[config.mk]
export PLATFORM = sky130hd
export DESIGN_NAME = history_cursor_deque
export DESIGN_NICKNAME = d
export VERILOG_FILES = /design/src/rtl/core/hcd_pkg.sv /design/src/rtl/core/hcd_store.sv /design/src/rtl/core/hcd_ctrl.sv /design/src/rtl/core/history_cursor_deque.sv
export VERILOG_INCLUDE_DIRS = /design/src /design/src/rtl/core
export SDC_FILE = /design/constraint.sdc
export NUM_CORES = 1
export LEC_CHECK = 0
export BUFFER_PORTS_ARGS = -buffer_cell sky130_fd_sc_hd__buf_2
export CORE_MARGIN = 2
export CORE_UTILIZATION = 40
export CTS_BUF_LIST = sky130_fd_sc_hd__clkbuf_8
export DETAILED_ROUTE_END_ITERATION = 12
export PLACE_DENSITY_LB_ADDON = 0.3
export SLEW_MARGIN = 30
export SYNTH_ARGS = -nofsm -noshare
export SYNTH_HDL_FRONTEND = slang
export SYNTH_SLANG_ARGS = --single-unit
[constraint.sdc]
create_clock -name clk -period 7.25 [get_ports clk]
set_input_delay 1.45 -clock clk [delete_from_list [all_inputs] [get_ports clk]]
set_output_delay 1.45 -clock clk [all_outputs]
set_load 0.05 [all_outputs]
[src/rtl/core/history_cursor_deque_assert.svh]
// Assertion macros for the history cursor deque RTL.
`ifndef HISTORY_CURSOR_DEQUE_ASSERT_SVH
`define HISTORY_CURSOR_DEQUE_ASSERT_SVH

// The consequent must hold in the same cycle as the antecedent.
`define HCD_ASSERT_HOLDS(lbl, ante, cons, msg) \
  lbl: assert property (@(posedge clk) disable iff (!rst_n) (ante) |-> (cons)) \
    else $error(msg);

// The consequent must hold in the cycle after the antecedent.
`define HCD_ASSERT_NEXT(lbl, ante, cons, msg) \
  lbl: assert property (@(posedge clk) disable iff (!rst_n) (ante) |=> (cons)) \
    else $error(msg);

`endif

[src/rtl/core/hcd_pkg.sv]
// Package with the shared types and constants of the history cursor deque.
`timescale 1ns / 1ps
`default_nettype none

package hcd_pkg;

  // Operation codes carried on the func field.
  localparam int FUNC_W = 3;
  localparam logic [FUNC_W-1:0] FUNC_ADD     = 3'd0;
  localparam logic [FUNC_W-1:0] FUNC_BACK    = 3'd1;
  localparam logic [FUNC_W-1:0] FUNC_FORWARD = 3'd2;
  localparam logic [FUNC_W-1:0] FUNC_TRUNC   = 3'd3;
  localparam logic [FUNC_W-1:0] FUNC_EXPIRE  = 3'd4;
  localparam logic [FUNC_W-1:0] FUNC_TRIM    = 3'd5;
  localparam logic [FUNC_W-1:0] FUNC_READ    = 3'd6;

  // Status codes reported with each result.
  localparam int STATUS_W = 2;
  localparam logic [STATUS_W-1:0] STATUS_KEPT    = 2'd0;
  localparam logic [STATUS_W-1:0] STATUS_MOVED   = 2'd1;
  localparam logic [STATUS_W-1:0] STATUS_EMPTIED = 2'd2;

  // Configuration register map.
  localparam int CFG_INDEX_W = 2;
  localparam int CFG_DATA_W  = 32;
  localparam logic [CFG_INDEX_W-1:0] CFG_LIMIT  = 2'd0;
  localparam logic [CFG_INDEX_W-1:0] CFG_EXPIRY = 2'd1;

  localparam int LIMIT_W  = 5;
  localparam int EXPIRY_W = 32;
  localparam logic [LIMIT_W-1:0]  LIMIT_RESET  = 5'd16;
  localparam logic [EXPIRY_W-1:0] EXPIRY_RESET = 32'd1000000;

  // Sequencer states, one-hot.
  typedef enum logic [5:0] {
    S_IDLE = 6'b000001,
    S_EXEC = 6'b000010,
    S_SCAN = 6'b000100,
    S_DROP = 6'b001000,
    S_RD   = 6'b010000,
    S_RESP = 6'b100000
  } state_t;

  // Control strobes from the sequencer to the entry memories.
  typedef struct packed {
    logic wr_en;
    logic h_rd_en;
    logic s_rd_en;
  } store_ctl_t;

endpackage

`default_nettype wire

[src/rtl/core/hcd_store.sv]
// Entry memories of the history cursor deque: handles and time stamps.
`timescale 1ns / 1ps
`default_nettype none

module hcd_store #(
  parameter int HISTORY_DEPTH = 16,
  parameter int HANDLE_BITS   = 16,
  parameter int TIME_BITS     = 32
) (
  input  wire logic                             clk,
  input  wire hcd_pkg::store_ctl_t              ctl,
  input  wire logic [$clog2(HISTORY_DEPTH)-1:0] wr_addr,
  input  wire logic [HANDLE_BITS-1:0]           wr_handle,
  input  wire logic [TIME_BITS-1:0]             wr_stamp,
  input  wire logic [$clog2(HISTORY_DEPTH)-1:0] h_rd_addr,
  input  wire logic [$clog2(HISTORY_DEPTH)-1:0] s_rd_addr,
  output logic      [HANDLE_BITS-1:0]           h_rd_data,
  output logic      [TIME_BITS-1:0]             s_rd_data
);

  logic [HANDLE_BITS-1:0] handle_mem [HISTORY_DEPTH];
  logic [TIME_BITS-1:0]   stamp_mem  [HISTORY_DEPTH];
  logic [HANDLE_BITS-1:0] h_rd_data_r;
  logic [TIME_BITS-1:0]   s_rd_data_r;

  always_ff @(posedge clk) begin
    if (ctl.wr_en) begin
      handle_mem[wr_addr] <= wr_handle;
      stamp_mem[wr_addr]  <= wr_stamp;
    end
    if (ctl.h_rd_en) begin
      h_rd_data_r <= handle_mem[h_rd_addr];
    end
    if (ctl.s_rd_en) begin
      s_rd_data_r <= stamp_mem[s_rd_addr];
    end
  end

  assign h_rd_data = h_rd_data_r;
  assign s_rd_data = s_rd_data_r;

endmodule

`default_nettype wire

[src/rtl/core/hcd_ctrl.sv]
// Sequencer of the history cursor deque: state registers, operations and expiry scan.
`timescale 1ns / 1ps
`default_nettype none

`include "history_cursor_deque_assert.svh"

module hcd_ctrl #(
  parameter int HISTORY_DEPTH = 16,
  parameter int HANDLE_BITS   = 16,
  parameter int TIME_BITS     = 32
) (
  input  wire logic                                clk,
  input  wire logic                                rst_n,
  input  wire logic                                start,
  output logic                                     busy,
  input  wire logic [hcd_pkg::FUNC_W-1:0]          in_func,
  input  wire logic [HANDLE_BITS-1:0]              in_site_handle,
  input  wire logic [TIME_BITS-1:0]                in_time_now,
  input  wire logic                                cfg_we,
  input  wire logic [hcd_pkg::CFG_INDEX_W-1:0]     cfg_index,
  input  wire logic [hcd_pkg::CFG_DATA_W-1:0]      cfg_wdata,
  output hcd_pkg::store_ctl_t                      st_ctl,
  output logic      [$clog2(HISTORY_DEPTH)-1:0]    st_wr_addr,
  output logic      [HANDLE_BITS-1:0]              st_wr_handle,
  output logic      [TIME_BITS-1:0]                st_wr_stamp,
  output logic      [$clog2(HISTORY_DEPTH)-1:0]    st_h_rd_addr,
  output logic      [$clog2(HISTORY_DEPTH)-1:0]    st_s_rd_addr,
  input  wire logic [HANDLE_BITS-1:0]              st_h_rd_data,
  input  wire logic [TIME_BITS-1:0]                st_s_rd_data,
  output logic                                     out_valid,
  output logic      [HANDLE_BITS-1:0]              out_current_handle,
  output logic                                     out_cursor_valid,
  output logic      [hcd_pkg::STATUS_W-1:0]        out_status,
  output logic      [$clog2(HISTORY_DEPTH+1)-1:0]  out_entry_count,
  output logic      [$clog2(HISTORY_DEPTH)-1:0]    out_cursor_position
);

  localparam int SW = $clog2(HISTORY_DEPTH);
  localparam int CW = $clog2(HISTORY_DEPTH + 1);
  localparam int LW = (CW > hcd_pkg::LIMIT_W) ? CW : hcd_pkg::LIMIT_W;
  localparam int EW = (TIME_BITS > hcd_pkg::EXPIRY_W) ? TIME_BITS : hcd_pkg::EXPIRY_W;

  // Slot arithmetic modulo the depth; both operands are below the depth.
  function automatic logic [SW-1:0] slot_add(input logic [SW-1:0] a, input logic [SW-1:0] b);
    logic [SW:0] s;
    s = {1'b0, a} + {1'b0, b};
    if (s >= (SW+1)'(HISTORY_DEPTH)) begin
      s = s - (SW+1)'(HISTORY_DEPTH);
    end
    return s[SW-1:0];
  endfunction

  hcd_pkg::state_t state_r, state_nxt;
  logic [SW-1:0]   newest_r, newest_nxt;
  logic [CW-1:0]   count_r, count_nxt;
  logic [SW-1:0]   offset_r, offset_nxt;
  logic            cur_valid_r, cur_valid_nxt;
  logic            cmp_vld_r, cmp_vld_nxt;

  logic [hcd_pkg::FUNC_W-1:0]   func_r, func_nxt;
  logic [HANDLE_BITS-1:0]       handle_r, handle_nxt;
  logic [TIME_BITS-1:0]         now_r, now_nxt;
  logic [hcd_pkg::STATUS_W-1:0] status_r, status_nxt;
  logic [CW-1:0]                scan_idx_r, scan_idx_nxt;
  logic [CW-1:0]                hit_cnt_r, hit_cnt_nxt;

  logic [hcd_pkg::LIMIT_W-1:0]  limit_r;
  logic [hcd_pkg::EXPIRY_W-1:0] expiry_r;

  logic [CW-1:0]        lim_eff;
  logic [SW-1:0]        add_slot;
  logic [CW-1:0]        drop_remain;
  logic [CW-1:0]        drop_last;
  logic                 drop_hit;
  logic                 scan_issue;
  logic [TIME_BITS-1:0] age;
  logic                 age_over;

  // Limit as used: zero acts as one, anything above the depth as the depth.
  always_comb begin
    if (limit_r == '0) begin
      lim_eff = CW'(1);
    end else if (LW'(limit_r) > LW'(HISTORY_DEPTH)) begin
      lim_eff = CW'(HISTORY_DEPTH);
    end else begin
      lim_eff = CW'(limit_r);
    end
  end

  assign add_slot = (newest_r == '0) ? SW'(HISTORY_DEPTH - 1) : newest_r - SW'(1);

  // Removal of the oldest entries keeps drop_remain of them; the cursor is hit
  // when it sits at or beyond the new count.
  assign drop_remain = state_r[$clog2(hcd_pkg::S_DROP)] ? count_r - hit_cnt_r : lim_eff;
  assign drop_last   = drop_remain - CW'(1);
  assign drop_hit    = cur_valid_r && (CW'(offset_r) >= drop_remain);

  assign scan_issue = scan_idx_r < count_r;
  assign age        = now_r - st_s_rd_data;
  assign age_over   = EW'(age) > EW'(expiry_r);

  always_comb begin
    state_nxt     = state_r;
    newest_nxt    = newest_r;
    count_nxt     = count_r;
    offset_nxt    = offset_r;
    cur_valid_nxt = cur_valid_r;
    cmp_vld_nxt   = cmp_vld_r;
    func_nxt      = func_r;
    handle_nxt    = handle_r;
    now_nxt       = now_r;
    status_nxt    = status_r;
    scan_idx_nxt  = scan_idx_r;
    hit_cnt_nxt   = hit_cnt_r;

    st_ctl       = '0;
    st_wr_addr   = add_slot;
    st_wr_handle = handle_r;
    st_wr_stamp  = now_r;
    st_h_rd_addr = slot_add(newest_r, offset_r);
    st_s_rd_addr = slot_add(newest_r, scan_idx_r[SW-1:0]);

    unique case (state_r)
      hcd_pkg::S_IDLE: begin
        if (start) begin
          func_nxt   = in_func;
          handle_nxt = in_site_handle;
          now_nxt    = in_time_now;
          status_nxt = hcd_pkg::STATUS_KEPT;
          state_nxt  = hcd_pkg::S_EXEC;
        end
      end
      hcd_pkg::S_EXEC: begin
        state_nxt = hcd_pkg::S_RD;
        unique case (func_r)
          hcd_pkg::FUNC_ADD: begin
            st_ctl.wr_en  = 1'b1;
            newest_nxt    = add_slot;
            count_nxt     = (count_r >= lim_eff) ? count_r : count_r + CW'(1);
            offset_nxt    = '0;
            cur_valid_nxt = 1'b1;
          end
          hcd_pkg::FUNC_BACK: begin
            if (cur_valid_r && (CW'(offset_r) + CW'(1) < count_r)) begin
              offset_nxt = offset_r + SW'(1);
            end
          end
          hcd_pkg::FUNC_FORWARD: begin
            if (cur_valid_r && (offset_r != '0)) begin
              offset_nxt = offset_r - SW'(1);
            end
          end
          hcd_pkg::FUNC_TRUNC: begin
            if (cur_valid_r) begin
              newest_nxt = slot_add(newest_r, offset_r);
              count_nxt  = count_r - CW'(offset_r);
              offset_nxt = '0;
            end else begin
              count_nxt = '0;
            end
          end
          hcd_pkg::FUNC_EXPIRE: begin
            scan_idx_nxt = '0;
            hit_cnt_nxt  = '0;
            cmp_vld_nxt  = 1'b0;
            state_nxt    = hcd_pkg::S_SCAN;
          end
          hcd_pkg::FUNC_TRIM: begin
            if (count_r > lim_eff) begin
              count_nxt = drop_remain;
              if (drop_hit) begin
                offset_nxt = drop_last[SW-1:0];
                status_nxt = hcd_pkg::STATUS_MOVED;
              end
            end
          end
          default: begin
          end
        endcase
      end
      hcd_pkg::S_SCAN: begin
        // One stamp read per cycle; the compare follows in the cycle after each read.
        st_ctl.s_rd_en = scan_issue;
        cmp_vld_nxt    = scan_issue;
        if (scan_issue) begin
          scan_idx_nxt = scan_idx_r + CW'(1);
        end
        if (cmp_vld_r && age_over) begin
          hit_cnt_nxt = hit_cnt_r + CW'(1);
        end
        if (!scan_issue) begin
          state_nxt = hcd_pkg::S_DROP;
        end
      end
      hcd_pkg::S_DROP: begin
        count_nxt = drop_remain;
        if (drop_hit) begin
          if (drop_remain == '0) begin
            cur_valid_nxt = 1'b0;
            offset_nxt    = '0;
            status_nxt    = hcd_pkg::STATUS_EMPTIED;
          end else begin
            offset_nxt = drop_last[SW-1:0];
            status_nxt = hcd_pkg::STATUS_MOVED;
          end
        end
        state_nxt = hcd_pkg::S_RD;
      end
      hcd_pkg::S_RD: begin
        st_ctl.h_rd_en = 1'b1;
        state_nxt      = hcd_pkg::S_RESP;
      end
      hcd_pkg::S_RESP: begin
        state_nxt = hcd_pkg::S_IDLE;
      end
      default: begin
        state_nxt = hcd_pkg::S_IDLE;
      end
    endcase
  end

  always_ff @(posedge clk) begin
    if (!rst_n) begin
      state_r     <= hcd_pkg::S_IDLE;
      newest_r    <= '0;
      count_r     <= '0;
      offset_r    <= '0;
      cur_valid_r <= 1'b0;
      cmp_vld_r   <= 1'b0;
    end else begin
      state_r     <= state_nxt;
      newest_r    <= newest_nxt;
      count_r     <= count_nxt;
      offset_r    <= offset_nxt;
      cur_valid_r <= cur_valid_nxt;
      cmp_vld_r   <= cmp_vld_nxt;
    end
  end

  always_ff @(posedge clk) begin
    func_r     <= func_nxt;
    handle_r   <= handle_nxt;
    now_r      <= now_nxt;
    status_r   <= status_nxt;
    scan_idx_r <= scan_idx_nxt;
    hit_cnt_r  <= hit_cnt_nxt;
  end

  always_ff @(posedge clk) begin
    if (!rst_n) begin
      limit_r  <= hcd_pkg::LIMIT_RESET;
      expiry_r <= hcd_pkg::EXPIRY_RESET;
    end else if (cfg_we) begin
      if (cfg_index == hcd_pkg::CFG_LIMIT) begin
        limit_r <= cfg_wdata[hcd_pkg::LIMIT_W-1:0];
      end else if (cfg_index == hcd_pkg::CFG_EXPIRY) begin
        expiry_r <= cfg_wdata[hcd_pkg::EXPIRY_W-1:0];
      end
    end
  end

  assign busy                = (state_r != hcd_pkg::S_IDLE);
  assign out_valid           = (state_r == hcd_pkg::S_RESP);
  assign out_current_handle  = cur_valid_r ? st_h_rd_data : '0;
  assign out_cursor_valid    = cur_valid_r;
  assign out_status          = status_r;
  assign out_entry_count     = count_r;
  assign out_cursor_position = cur_valid_r ? offset_r : '0;

  `HCD_ASSERT_HOLDS(a_valid_nonempty, cur_valid_r, count_r != '0, "cursor valid on empty store")
  `HCD_ASSERT_HOLDS(a_cursor_in_range, cur_valid_r, CW'(offset_r) < count_r, "cursor beyond count")
  `HCD_ASSERT_HOLDS(a_count_bound, 1'b1, count_r <= CW'(HISTORY_DEPTH), "count above depth")
  `HCD_ASSERT_NEXT(a_resp_single, state_r == hcd_pkg::S_RESP, state_r == hcd_pkg::S_IDLE, "strobe longer than one cycle")
  `HCD_ASSERT_HOLDS(a_emptied_invalid, (state_r == hcd_pkg::S_RESP) && (status_r == hcd_pkg::STATUS_EMPTIED), !cur_valid_r && (count_r == '0), "emptied store keeps cursor")

endmodule

`default_nettype wire

[src/rtl/core/history_cursor_deque.sv]
// Top level of the history cursor deque: sequencer plus entry memories.
// Items are taken one at a time: busy stays high until the result is out, so a new item
// is accepted only after the previous one has completed.
// Expire cost is set by the stamp memory's single read port, one stored entry per cycle.
// Reset (rst_n low, synchronous) empties the store, invalidates the cursor, restores config.
// The result strobe out_valid lasts one cycle and the receiver cannot stall it.
`timescale 1ns / 1ps
`default_nettype none

module history_cursor_deque #(
  parameter int HISTORY_DEPTH = 16,
  parameter int HANDLE_BITS   = 16,
  parameter int TIME_BITS     = 32
) (
  input  wire logic                               clk,
  input  wire logic                               rst_n,
  input  wire logic                               start,
  output logic                                    busy,
  input  wire logic [hcd_pkg::FUNC_W-1:0]         in_func,
  input  wire logic [HANDLE_BITS-1:0]             in_site_handle,
  input  wire logic [TIME_BITS-1:0]               in_time_now,
  input  wire logic                               cfg_we,
  input  wire logic [hcd_pkg::CFG_INDEX_W-1:0]    cfg_index,
  input  wire logic [hcd_pkg::CFG_DATA_W-1:0]     cfg_wdata,
  output logic                                    out_valid,
  output logic      [HANDLE_BITS-1:0]             out_current_handle,
  output logic                                    out_cursor_valid,
  output logic      [hcd_pkg::STATUS_W-1:0]       out_status,
  output logic      [$clog2(HISTORY_DEPTH+1)-1:0] out_entry_count,
  output logic      [$clog2(HISTORY_DEPTH)-1:0]   out_cursor_position
);

  localparam int SW = $clog2(HISTORY_DEPTH);

  // The store is a circular buffer: the newest entry sits at a moving slot and
  // older entries follow at increasing slots, so no entry is ever moved: add
  // writes the slot below the head, truncate moves the head and trim cuts the
  // count. Handles and stamps live in two registered single-port-read memories.
  hcd_pkg::store_ctl_t    st_ctl;
  logic [SW-1:0]          st_wr_addr;
  logic [HANDLE_BITS-1:0] st_wr_handle;
  logic [TIME_BITS-1:0]   st_wr_stamp;
  logic [SW-1:0]          st_h_rd_addr;
  logic [SW-1:0]          st_s_rd_addr;
  logic [HANDLE_BITS-1:0] st_h_rd_data;
  logic [TIME_BITS-1:0]   st_s_rd_data;

  // The sequencer applies one item at a time. Every item ends with a read of
  // the handle at the cursor, issued after the pointers have settled, so an
  // entry written by add is already in memory when it is read back. Expire
  // walks the stored stamps newest to oldest, one read per cycle, counting
  // entries older than the expiry, then drops that many from the old end.
  hcd_ctrl #(
    .HISTORY_DEPTH (HISTORY_DEPTH),
    .HANDLE_BITS   (HANDLE_BITS),
    .TIME_BITS     (TIME_BITS)
  ) u_ctrl (
    .clk                 (clk),
    .rst_n               (rst_n),
    .start               (start),
    .busy                (busy),
    .in_func             (in_func),
    .in_site_handle      (in_site_handle),
    .in_time_now         (in_time_now),
    .cfg_we              (cfg_we),
    .cfg_index           (cfg_index),
    .cfg_wdata           (cfg_wdata),
    .st_ctl              (st_ctl),
    .st_wr_addr          (st_wr_addr),
    .st_wr_handle        (st_wr_handle),
    .st_wr_stamp         (st_wr_stamp),
    .st_h_rd_addr        (st_h_rd_addr),
    .st_s_rd_addr        (st_s_rd_addr),
    .st_h_rd_data        (st_h_rd_data),
    .st_s_rd_data        (st_s_rd_data),
    .out_valid           (out_valid),
    .out_current_handle  (out_current_handle),
    .out_cursor_valid    (out_cursor_valid),
    .out_status          (out_status),
    .out_entry_count     (out_entry_count),
    .out_cursor_position (out_cursor_position)
  );

  // Entry memories. Their contents are undefined after reset; stamp reads stay below
  // the entry count, and the handle read is masked to zero when the cursor is invalid.
  hcd_store #(
    .HISTORY_DEPTH (HISTORY_DEPTH),
    .HANDLE_BITS   (HANDLE_BITS),
    .TIME_BITS     (TIME_BITS)
  ) u_store (
    .clk       (clk),
    .ctl       (st_ctl),
    .wr_addr   (st_wr_addr),
    .wr_handle (st_wr_handle),
    .wr_stamp  (st_wr_stamp),
    .h_rd_addr (st_h_rd_addr),
    .s_rd_addr (st_s_rd_addr),
    .h_rd_data (st_h_rd_data),
    .s_rd_data (st_s_rd_data)
  );

endmodule

`default_nettype wire

# Yosys cells after proc, flatten, opt, wreduce, memory -nomap -nowiden
# Memories as Yosys holds them, arrays and structs flattened. A register that Yosys moved wholly into a read port is not among the register bits.
# Index checks and enable logic that the tools add are counted.
[word_totals] ff_bits=121 mem_bits_rw=768 in_bits=89 out_inout_bits=30 elab_cells=152 memories=2
[op_classes] add_sub_neg=15 order_cmp=9 eq_ne=33 muxes=52 bitwise_logic=1 reduce_logical=26
[memory_table] name="u_store.stamp_mem" words=16 word_bits=32 read_ports=1 rd_ports_with_merged_regs=1 write_ports=1 line_no="hcd_store.sv:22" rtl="logic [TIME_BITS-1:0] stamp_mem [HISTORY_DEPTH];"
[memory_table] name="u_store.handle_mem" words=16 word_bits=16 read_ports=1 rd_ports_with_merged_regs=1 write_ports=1 line_no="hcd_store.sv:21" rtl="logic [HANDLE_BITS-1:0] handle_mem [HISTORY_DEPTH];"
[op_table] cell="2-to-1 mux 5 bit" n=10
[op_table] cell="2-to-1 mux 4 bit" n=12
[op_table] cell="greater-than comparator 32 bit" n=1
[op_table] cell="subtractor 32 bit" n=1
[op_table] cell="case mux 5 bit (2 select lines)" n=3
[op_table] cell="case mux 6 bit (5 select lines)" n=1
[op_table] cell="case mux 4 bit (5 select lines)" n=1
[op_table] cell="subtractor 4 x 1 -> 4 bit, second input constant" n=5
[op_table] cell="2-to-1 mux 16 bit" n=1
[op_table] cell="case mux 4 bit (2 select lines)" n=2
[op_table] cell="adder 5 x 1 -> 5 bit, second input constant" n=3
[op_table] cell="!= test 3 x 2 -> 1 bit, second input constant" n=5
[op_table] cell="case mux 5 bit (3 select lines)" n=1
[op_table] cell="!= test 2 x 1 -> 1 bit, second input constant" n=7
[op_table] cell="2-to-1 mux 2 bit" n=6
[op_table] cell="2-to-1 mux 6 bit" n=2
[op_table] cell="AND reduction 3 bit" n=4
[op_table] cell="adder 4 x 4 -> 5 bit" n=2
[op_table] cell="greater-or-equal comparator 5 bit, second input constant" n=2
[op_table] cell="zero test 5 bit" n=2
[op_table] cell="< comparator 5 bit" n=2
[op_table] cell="2-to-1 mux 1 bit" n=10
[op_table] cell="!= test 2 bit, second input constant" n=5
[op_table] cell="AND reduction 2 bit" n=4
[op_table] cell="other kinds (35)" n=44

# Depth between registers and ports, before layout
# Gate-level depths: netlist of the first run.
[depth] ltp_word=10 depth_mapped=21 mapped_depth_nobuf=21

# Hierarchy
# Synthesis of the first run repeated with hierarchy kept, for this count alone.
[unflattened] cells_unflattened=2238 hier_area_um2=38981.1
[by_module_without_submodules] module="hcd_store" instances=1 cells_each=1247 area_each_um2=30186.5 seq_area_each_um2=24503.5
[by_module_without_submodules] module="hcd_ctrl" instances=1 cells_each=991 area_each_um2=8794.7 seq_area_each_um2=3052.9

# Worst setup path after synthesis of the first run
# OpenSTA, ideal clock, no wires.
[synth_path] path_kind="register -> register" start="register u_ctrl.count_r[1], in the netlist u_ctrl.out_entry_count[1]" end="register u_store.s_rd_data_r[0], in the netlist u_store.s_rd_data[0], read port of u_store.stamp_mem (enable)" setup_ns=0.463 arrival_ns=4.036 t_required_ns=6.787 setup_slack_ns=2.751 path_stages_with_launch=8 path_buffers=0 period_less_slack_ns=4.499 path_cell_list="dfxtp_1 inv_1 ha_1 a21o_1 a21o_1 a21oi_1 nor2b_1 nor3_1"
[synth_between] elab_chain_len=2
[synth_rtl] item="start, declared" line_no="hcd_ctrl.sv:55" rtl="logic [CW-1:0] count_r, count_nxt;"
[synth_rtl] item="start signal, assigned" line_no="hcd_ctrl.sv:233" rtl="count_r <= count_nxt;"
[synth_rtl] item="< comparator 5 bit" line_no="hcd_ctrl.sv:98" rtl="assign scan_issue = scan_idx_r < count_r;"
[synth_rtl] item="2-to-1 mux 1 bit" line_no="hcd_ctrl.sv:123" rtl="unique case (state_r)"
[synth_rtl] item="end, declared" line_no="hcd_store.sv:24" rtl="logic [TIME_BITS-1:0] s_rd_data_r;"
# Every way passes these cells.
# A chain may end at the register's enable or synchronous reset.

# Final worst setup path of the first run
[layout_path] start="register u_ctrl.now_r[0], in the netlist u_ctrl.st_wr_stamp[0]" end="register u_ctrl.hit_cnt_r[2] (enable)"
[layout_between] elab_chain_len=5
[layout_rtl] item="start, declared" line_no="hcd_ctrl.sv:62" rtl="logic [TIME_BITS-1:0] now_r, now_nxt;"
[layout_rtl] item="start signal, assigned" line_no="hcd_ctrl.sv:243" rtl="now_r <= now_nxt;"
[layout_rtl] item="subtractor 32 bit" line_no="hcd_ctrl.sv:99" rtl="assign age = now_r - st_s_rd_data;"
[layout_rtl] item="greater-than comparator 32 bit" line_no="hcd_ctrl.sv:100" rtl="assign age_over = EW'(age) > EW'(expiry_r);"
[layout_rtl] item="logical AND 1 bit" line_no="hcd_ctrl.sv:188" rtl="if (cmp_vld_r && age_over) begin"
[layout_rtl] item="!= test 2 x 1 -> 1 bit (no line)"
[layout_rtl] item="AND reduction 3 bit (no line)"
[layout_rtl] item="end signal, assigned" line_no="hcd_ctrl.sv:246" rtl="hit_cnt_r <= hit_cnt_nxt;"
[layout_rtl] item="end, declared" line_no="hcd_ctrl.sv:65" rtl="logic [CW-1:0] hit_cnt_r, hit_cnt_nxt;"
# Every way passes these cells.

==> results of run 1 <==
## sequential cells by signal, summed over array words and instances (netlist names), 6 cells and up
name,count
u_store.h_rd_data,16
u_store.stamp_mem,512
u_ctrl.st_wr_handle,16
u_ctrl.expiry_r,32
u_ctrl.st_wr_stamp,32
u_store.handle_mem,256
u_ctrl.state_r,6
u_store.s_rd_data,32
## power groups by stage
stage,Clock [mW],Combinational (mW),Sequential (mW)
after detailed placement,0,0.489,6.22
after CTS,4.46,0.492,6.11
final,4.34,0.492,6.11
after global placement,0,0.482,6.21
after floorplan,0,0.329,6.18
after global routing,4.69,0.540,6.12
## critical path, delay by kind of cell, from the launching register on
| kind | cells | cell delay, ns |
|---|---|---|
| AO/OA/AOI/OAI | 11 | 2.52 |
| adder cells (fa/ha/maj) | 3 | 0.88 |
| flip-flops | 1 | 0.58 |
| AND/OR/NAND/NOR | 2 | 0.29 |
| buffers and inverters | 2 | 0.18 |
| XOR/XNOR | 1 | 0.09 |
## layout make-up
| cell class | instances | area (µm²) |
|---|---|---|
| multi-input combinational | 1176 | 11200 |
| clock inverter | 114 | 724 |
| timing repair buffer | 157 | 956 |
| sequential | 937 | 27600 |
| antenna | 2 | 5.00 |
| inverter | 102 | 383 |
| clock buffer | 157 | 2160 |
| fill | 8335 | 53400 |
| tap | 1287 | 1610 |
## layout by cell type, fill, tap and decap left out, types with 34 or more instances in the layout
cell type / netlist / layout
mux4_2: 192 / 192
nand2_1: 165 / 165
o21ai_0: 38 / 38
ha_1: 107 / 105
inv_1: 101 / 146
a31oi_1: 34 / 34
clkbuf_8: 0 / 157
buf_2: 26 / 118
and2_1: 51 / 50
dfxtp_1: 58 / 58
a211oi_1: 55 / 55
a21oi_1: 116 / 116
edfxtp_1: 879 / 879
nor2_1: 72 / 56
## metrics by stage
stage	cell area, µm²	util [%]	hold slack [ns]	worst slack (ns)
5_1_grt	44600	45.5	0.483	1.96
2_1_floorplan	39300	-	0.436	2.75
6_report	44600	45.5	0.463	2.36
4_1_cts	44600	45.5	0.462	2.42
3_3_place_gp	41700	42.5	0.451	2.49
3_5_place_dp	41700	42.6	0.452	2.42
## layer usage
layer  GRT usage [%]  share of wire, %  vias to the layer above
li1                -                 -                     9567
met1            25.2                43                    11200
met2            30.6                49                      661
met3            3.44               5.7                      169
met4            6.54               2.4                        8
met5               0             0.052                        -
## cells by family after synthesis
| kind of cell | count (synthesis) |
|---|---|
| AND/OR/NAND/NOR | 428 |
| flip-flops | 937 |
| XOR/XNOR | 52 |
| AO/OA/AOI/OAI | 368 |
| buffers and inverters | 198 |
| adder cells (fa/ha/maj) | 113 |
| multiplexers | 215 |
## worst max path at each step
| stage | start | endpoint | slack, ns | cells after the start |
|---|---|---|---|---|
| 2_1_floorplan | u_ctrl.out_entry_count[1] | u_store.s_rd_data[0] | 2.75 | 7 |
| 3_3_place_gp | u_ctrl.st_wr_stamp[0] | u_ctrl.hit_cnt_r[4] | 2.49 | 20 |
| 3_5_place_dp | u_ctrl.st_wr_stamp[0] | u_ctrl.hit_cnt_r[2] | 2.42 | 20 |
| 4_1_cts | u_ctrl.st_wr_stamp[0] | u_ctrl.hit_cnt_r[2] | 2.42 | 20 |
| 5_1_grt | u_ctrl.st_wr_stamp[15] | u_ctrl.hit_cnt_r[1] | 1.96 | 16 |
| 6_report | u_ctrl.st_wr_stamp[0] | u_ctrl.hit_cnt_r[2] | 2.36 | 19 |
==> impl_metrics.yaml, run 1 <==
floorplanning:
  die_x_um: 318
  coreArea_um2: 98000
  num_rows: 115
  die_h_um: 318
  die_area_um2: 101000
  ios: 119
  initial_core_util_pct: 40.2
synth:
  ys_types: 75
  async_flop_share_pct: 0
  yosysTopAreaCell: "edfxtp_1"
  synth_edf_count: 879
  netlist_area_um2: 39300
  synthAdderAreaFrac_pct: 3.71
  syn_nets: 2513
  yosysWarnings: 0
  ys_seq_area_share_pct: 70.0
  ys_top_cells_by_count: "879 x edfxtp_1, 192 x mux4_2, 165 x nand2_1, 116 x a21oi_1, 107 x ha_1"
  ys_ff_latch: 937
  synth_top_area_share_pct: 67.1
  syn_inst: 2311
  yosys-top-cells-area: "edfxtp_1 67%, mux4_2 11%, ha_1 3.4%"
  syn_avg_cell_area_um2: 17.0
  ys.flop_type: "edfxtp_1"
  synthMuxAreaShare_pct: 11.6
  synth-compound-area-share_pct: 6.13
  synth_top_family_by_area: "multiplexers"
  synthXorXnorAreaFrac_pct: 1.16
  synth-simple-area-share_pct: 5.38
  synth.most_common_cell: "edfxtp_1"
grt:
  antenna_found_initial: 7
  grt_pass1_wl_mm: 141
  grt_max_degree: 88
  grt.total_usage_pct: 18.7
  grt_overflow: 0
  grt_pass1_vias: 22500
route:
  antenna_left: 0
  drc: 0
  via_count: 21600
  wire_per_inst_um: 24.0
  drtPass1Iterations: 6
  wirelength_mm: 94.3
  viasPerCell: 5.50
  drt_iter0_markers: 2255
power_and_ir_drop:
  irDropWorstVdd_mv: 0.142
  p_sw_share_pct: 22.6
  power.leakage_nw: 14.9
  intPower_mw: 8.47
  power_switching_mw: 2.47
  clockPowerShare_pct: 39.7
  p_comb_share_pct: 4.5
  seqPwrFrac_pct: 55.8
  power_mw: 10.9
  cellPowerDensity_nw_per_um2: 245
worst_setup_path:
  rrSetupSlack_ns: 2.36
  rr_worst_depth: 19
  path_cells: "inv_1 > ha_1 > inv_1 > fa_1 > a21o_1 > a21o_1 > a21o_1 > a31o_1 > a2111oi_4 > o21bai_1 > a21oi_1 > xnor2_1 > ha_1 > nand2_1 > nor3_1 > a21oi_1 > o21ai_0 > o221ai_1 > a21oi_1"
  start_kind: "register"
  arrival_ns: 5.31
  worst_setup_path_end_kind: "register"
  crit_required_ns: 7.67
  max_stage_delay_ns: 0.58
  critPathKind: "register to register"
  rr_startpoint: "u_ctrl.st_wr_stamp[0]"
  critical_path_peak_fanout: 17
  cpMaxStageDelayCell: "edfxtp_1"
  regToRegEndpoint: "u_ctrl.hit_cnt_r[2]"
finish:
  fin_cells: 3932
  drive_gt1_share_pct: 22.5
  area_delta_synth_final_pct: 13.4
  nets: 2726
timing:
  slew_viol_final: 0
  max_freq_mhz: 204
  tns_ns: 0
  rsz0062_at_grt: "no"
  max_slew.worst_pin.slew_ns: 1.02
  timing.final.crit_share_pct: 67.5
  fin_worst_skew_ns: 0.0239
  setup_viol: 0
  hold_viol: 0
  max_slew_margin_pct: 32.0
  fin_crit_ns: 4.89
clocking:
  cts_setup_buffers: 0
  cts_root_buf: "clkbuf_8"
  cts.sinks: 937
  cts_tree: "built"
  path_clk_slew_ns: 0.06
  cts_max_path_buffers: 3
  h-tree-depth: 4
  worstSkewPairLatency_ns: 0.79
  numCtsBuffers: 150
  cts_resized: 0
  ctsHoldBuffers: 0
placement:
  dp_hpwl_mm: 52.4
  dp.cells: 3658
  portBuffers: 118
  place_congestion: 0.846
hold_path:
  whs_path_depth: 2
  hold_path_class: "register to register"
  hold_end: "u_ctrl.expiry_r[30]"
  hp-start: "u_ctrl.expiry_r[30]"
job:
  maxCapViolations: 0
status:
  status: "completed"
No activity file was read; power rests on OpenSTA's default activity.
==> inputs of run 2 (changes only) <==
- ABC_AREA: not set -> 1
- clock period: 7.25 -> 4.51 ns (I/O delays scaled with it)
==> impl_metrics.yaml, run 2 <==
worst_setup_path:
  start_kind: "register"
  rr_worst_depth: 22
  path_cells: "inv_1 > ha_1 > inv_1 > fa_1 > nand3_1 > nand2_1 > nand2_1 > nand2_1 > nand3_1 > nand2_1 > a21oi_1 > o21ai_0 > xor2_1 > ha_1 > nor3b_1 > nand3_1 > nor4_2 > nand2_1 > nand2_1 > nand3_1 > a21oi_1 > buf_4"
  rrSetupSlack_ns: 0.52
  max_stage_delay_ns: 0.40
  critical_path_peak_fanout: 5
  critPathKind: "register to register"
  rr_startpoint: "u_ctrl.st_wr_stamp[0]"
  worst_setup_path_end_kind: "register"
  cpMaxStageDelayCell: "fa_1"
  cp_common_cell: "nand2_1"
  crit_required_ns: 5.06
  arrival_ns: 4.55
  regToRegEndpoint: "u_ctrl.hit_cnt_r[4]"
clocking:
  cts_max_path_buffers: 3
  worstSkewPairLatency_ns: 0.84
  ctsHoldBuffers: 0
  cts_tree: "built"
  cts.sinks: 937
  numCtsBuffers: 151
  h-tree-depth: 4
  cts_root_buf: "clkbuf_8"
  path_clk_slew_ns: 0.06
finish:
  drive_gt1_share_pct: 13.0
  n_fill_cell: 9073
  reg_top3: "u_store.stamp_mem (512), u_store.handle_mem (256)"
  nets: 3738
  largest_reg_flops: 512
  final_common_cell: "edfxtp_1"
  final_core_util_pct: 46.1
  regMostFlops: "u_store.stamp_mem"
  area_delta_synth_final_pct: 13.7
  layout_common_cells: "879 x edfxtp_1, 365 x inv_1, 363 x nand2_1, 324 x o21ai_0, 286 x nor2_1"
power_and_ir_drop:
  p_sw_share_pct: 24.9
  seqPwrFrac_pct: 54.1
  p_comb_share_pct: 7.9
  intPower_mw: 13.6
  irDropWorstVdd_mv: 0.268
  power_mw: 18.1
  power.leakage_nw: 17.3
  clockPowerShare_pct: 38.0
  power_switching_mw: 4.52
  cellPowerDensity_nw_per_um2: 392
timing:
  fin_worst_skew_ns: 0.0597
  tns_ns: 0
  setup_slack_ns: 0.516
  max_freq_mhz: 250
  max_slew.worst_pin.slew_ns: 0.954
  rsz0062_at_grt: "no"
  hold_viol: 0
  fin_crit_ns: 3.99
  timing.final.crit_share_pct: 88.6
  slew_viol_final: 0
  max_slew_margin_pct: 36.3
  setup_viol: 0
grt:
  grt_overflow: 0
  grt_max_degree: 129
  antenna_found_initial: 7
  grt_pass1_vias: 25100
  grt_pass1_wl_mm: 157
  grt.total_usage_pct: 20.1
job:
  maxCapViolations: 0
synth:
  async_flop_share_pct: 0
  netlist_area_um2: 40700
  yosys-top-cells-area: "edfxtp_1 65%, o21ai_0 4.0%, nand2_1 3.3%"
  synthMuxAreaShare_pct: 3.15
  syn_nets: 3523
  ys_top_cells_by_count: "879 x edfxtp_1, 363 x nand2_1, 324 x o21ai_0, 320 x inv_1, 304 x nor2_1"
  yosysTopAreaCell: "edfxtp_1"
  syn_inst: 3321
  synth-compound-area-share_pct: 11.7
  ys_ff_latch: 937
  synthXorXnorAreaFrac_pct: 0.984
  yosysWarnings: 0
  synth_edf_count: 879
  synth-simple-area-share_pct: 7.86
  synthAdderAreaFrac_pct: 3.59
  synth.most_common_cell: "edfxtp_1"
  synth_top_family_by_area: "compound AO/OA/AOI/OAI gates"
  synth_top_area_share_pct: 64.9
  ys_seq_area_share_pct: 67.7
  ys_types: 56
  syn_avg_cell_area_um2: 12.2
  ys.flop_type: "edfxtp_1"
floorplanning:
  num_rows: 116
  die_h_um: 323
  ios: 119
  die_x_um: 323
  die_area_um2: 104000
  coreArea_um2: 100000
  initial_core_util_pct: 40.5
placement:
  place_congestion: 0.895
  place_ws_ns: 0.336
  portBuffers: 118
  dp_hpwl_mm: 58.9
route:
  antenna_left: 0
  wire_per_inst_um: 21.0
  via_count: 26400
  viasPerCell: 5.27
  drtPass1Iterations: 6
  drt_iter0_markers: 2558
  drc: 0
  wirelength_mm: 105
hold_path:
  hold_path_class: "input port to register"
  hp-start: "in_time_now[29]"
  whs_path_depth: 1
  hold_end: "u_ctrl.st_wr_stamp[29]"
status:
  status: "completed"
==> run 2: changes by cell type in the layout (fill, tap and decap cells not counted), moves of 53 or more <==
cell	delta
a211oi_1	-53
a21oi_1	+156
inv_1	+219
mux2i_1	+107
mux4_2	-192
nand2_1	+198
nor2_1	+230
o211ai_1	+60
o21ai_0	+286
o32ai_1	+64
==> run 2: per-stage QoR <==
step | area, µm² | std cells | hold slack [ns]
floorplan | 40700 | 3321 | 0.435
detailed placement | 43400 | 4728 | 0.471
global route | 46200 | 5005 | 0.204
finish | 46300 | 5008 | 0.259
CTS | 46100 | 4992 | 0.179
global placement | 43400 | 4728 | 0.464
==> run 2: layer usage <==
layer	vias up	wire (µm)	track usage (%)
met1	12900	48200	28.6
met5	-	13	0
met4	2	2590	6.39
li1	12400	-	-
met2	877	47800	31.4
met3	196	6780	3.44
==> run 2: critical path, delay by kind of cell, from the launching register on <==
| kind | cells | cell delay [ns] |
|---|---|---|
| DFF | 1 | 0.38 |
| adders and majority gates | 3 | 0.84 |
| buffers and inverters | 3 | 0.29 |
| xor gates and xnor gates | 1 | 0.18 |
| and+or+nand+nor | 12 | 1.47 |
| AOI/OAI and AO/OA | 3 | 0.56 |
==> run 2: area by class of cell <==
class | count | area, µm² | share of cell area, %
diodes | 4 | 10.0 | 0.0216
flip-flops and latches | 937 | 27600 | 59.6
inverters | 335 | 1270 | 2.75
clock buffers | 152 | 2090 | 4.52
clock inverters | 112 | 698 | 1.51
multi-input cells | 1893 | 11300 | 24.5
repair buffers | 218 | 1600 | 3.47
well taps | 1357 | 1700 | 3.67
==> run 2: repair_timing <==
item	CTS	global route
endpoints found under the hold margin	0	0
resized for setup	0	1
buffers inserted	0	12
setup endpoints to repair	0	5
==> run 2: worst max path at each step <==
stage	start	end	cells past startpoint
floorplan	u_ctrl.newest_r[1]	u_store.handle_mem[0][0]	9
global placement	u_ctrl.st_wr_stamp[12]	u_ctrl.hit_cnt_r[4]	18
detailed placement	u_ctrl.st_wr_stamp[12]	u_ctrl.hit_cnt_r[3]	18
CTS	u_ctrl.st_wr_stamp[12]	u_ctrl.hit_cnt_r[1]	18
global route	u_ctrl.st_wr_stamp[0]	u_ctrl.hit_cnt_r[0]	25
finish	u_ctrl.st_wr_stamp[0]	u_ctrl.hit_cnt_r[4]	22
==> run 2: cells by family (layout without fill, tap and decap cells) <==
logic type	after synthesis	count (layout)
buffers and inverters	491	817
muxes	128	128
xor gates and xnor gates	44	44
AOI/OAI and AO/OA	833	833
other	0	4
DFF	937	937
and+or+nand+nor	775	775
adders and majority gates	113	113
==> run 2: power by group through the flow <==
stage                     Combinational [mW]  Sequential (mW)  Clock (mW)
after floorplan                        0.879             10.0           0
after global placement                  1.40             9.99           0
after detailed placement                1.40             10.0           0
after CTS                               1.41             9.82        7.03
after global routing                    1.60             9.82        7.43
final                                   1.43             9.81        6.88
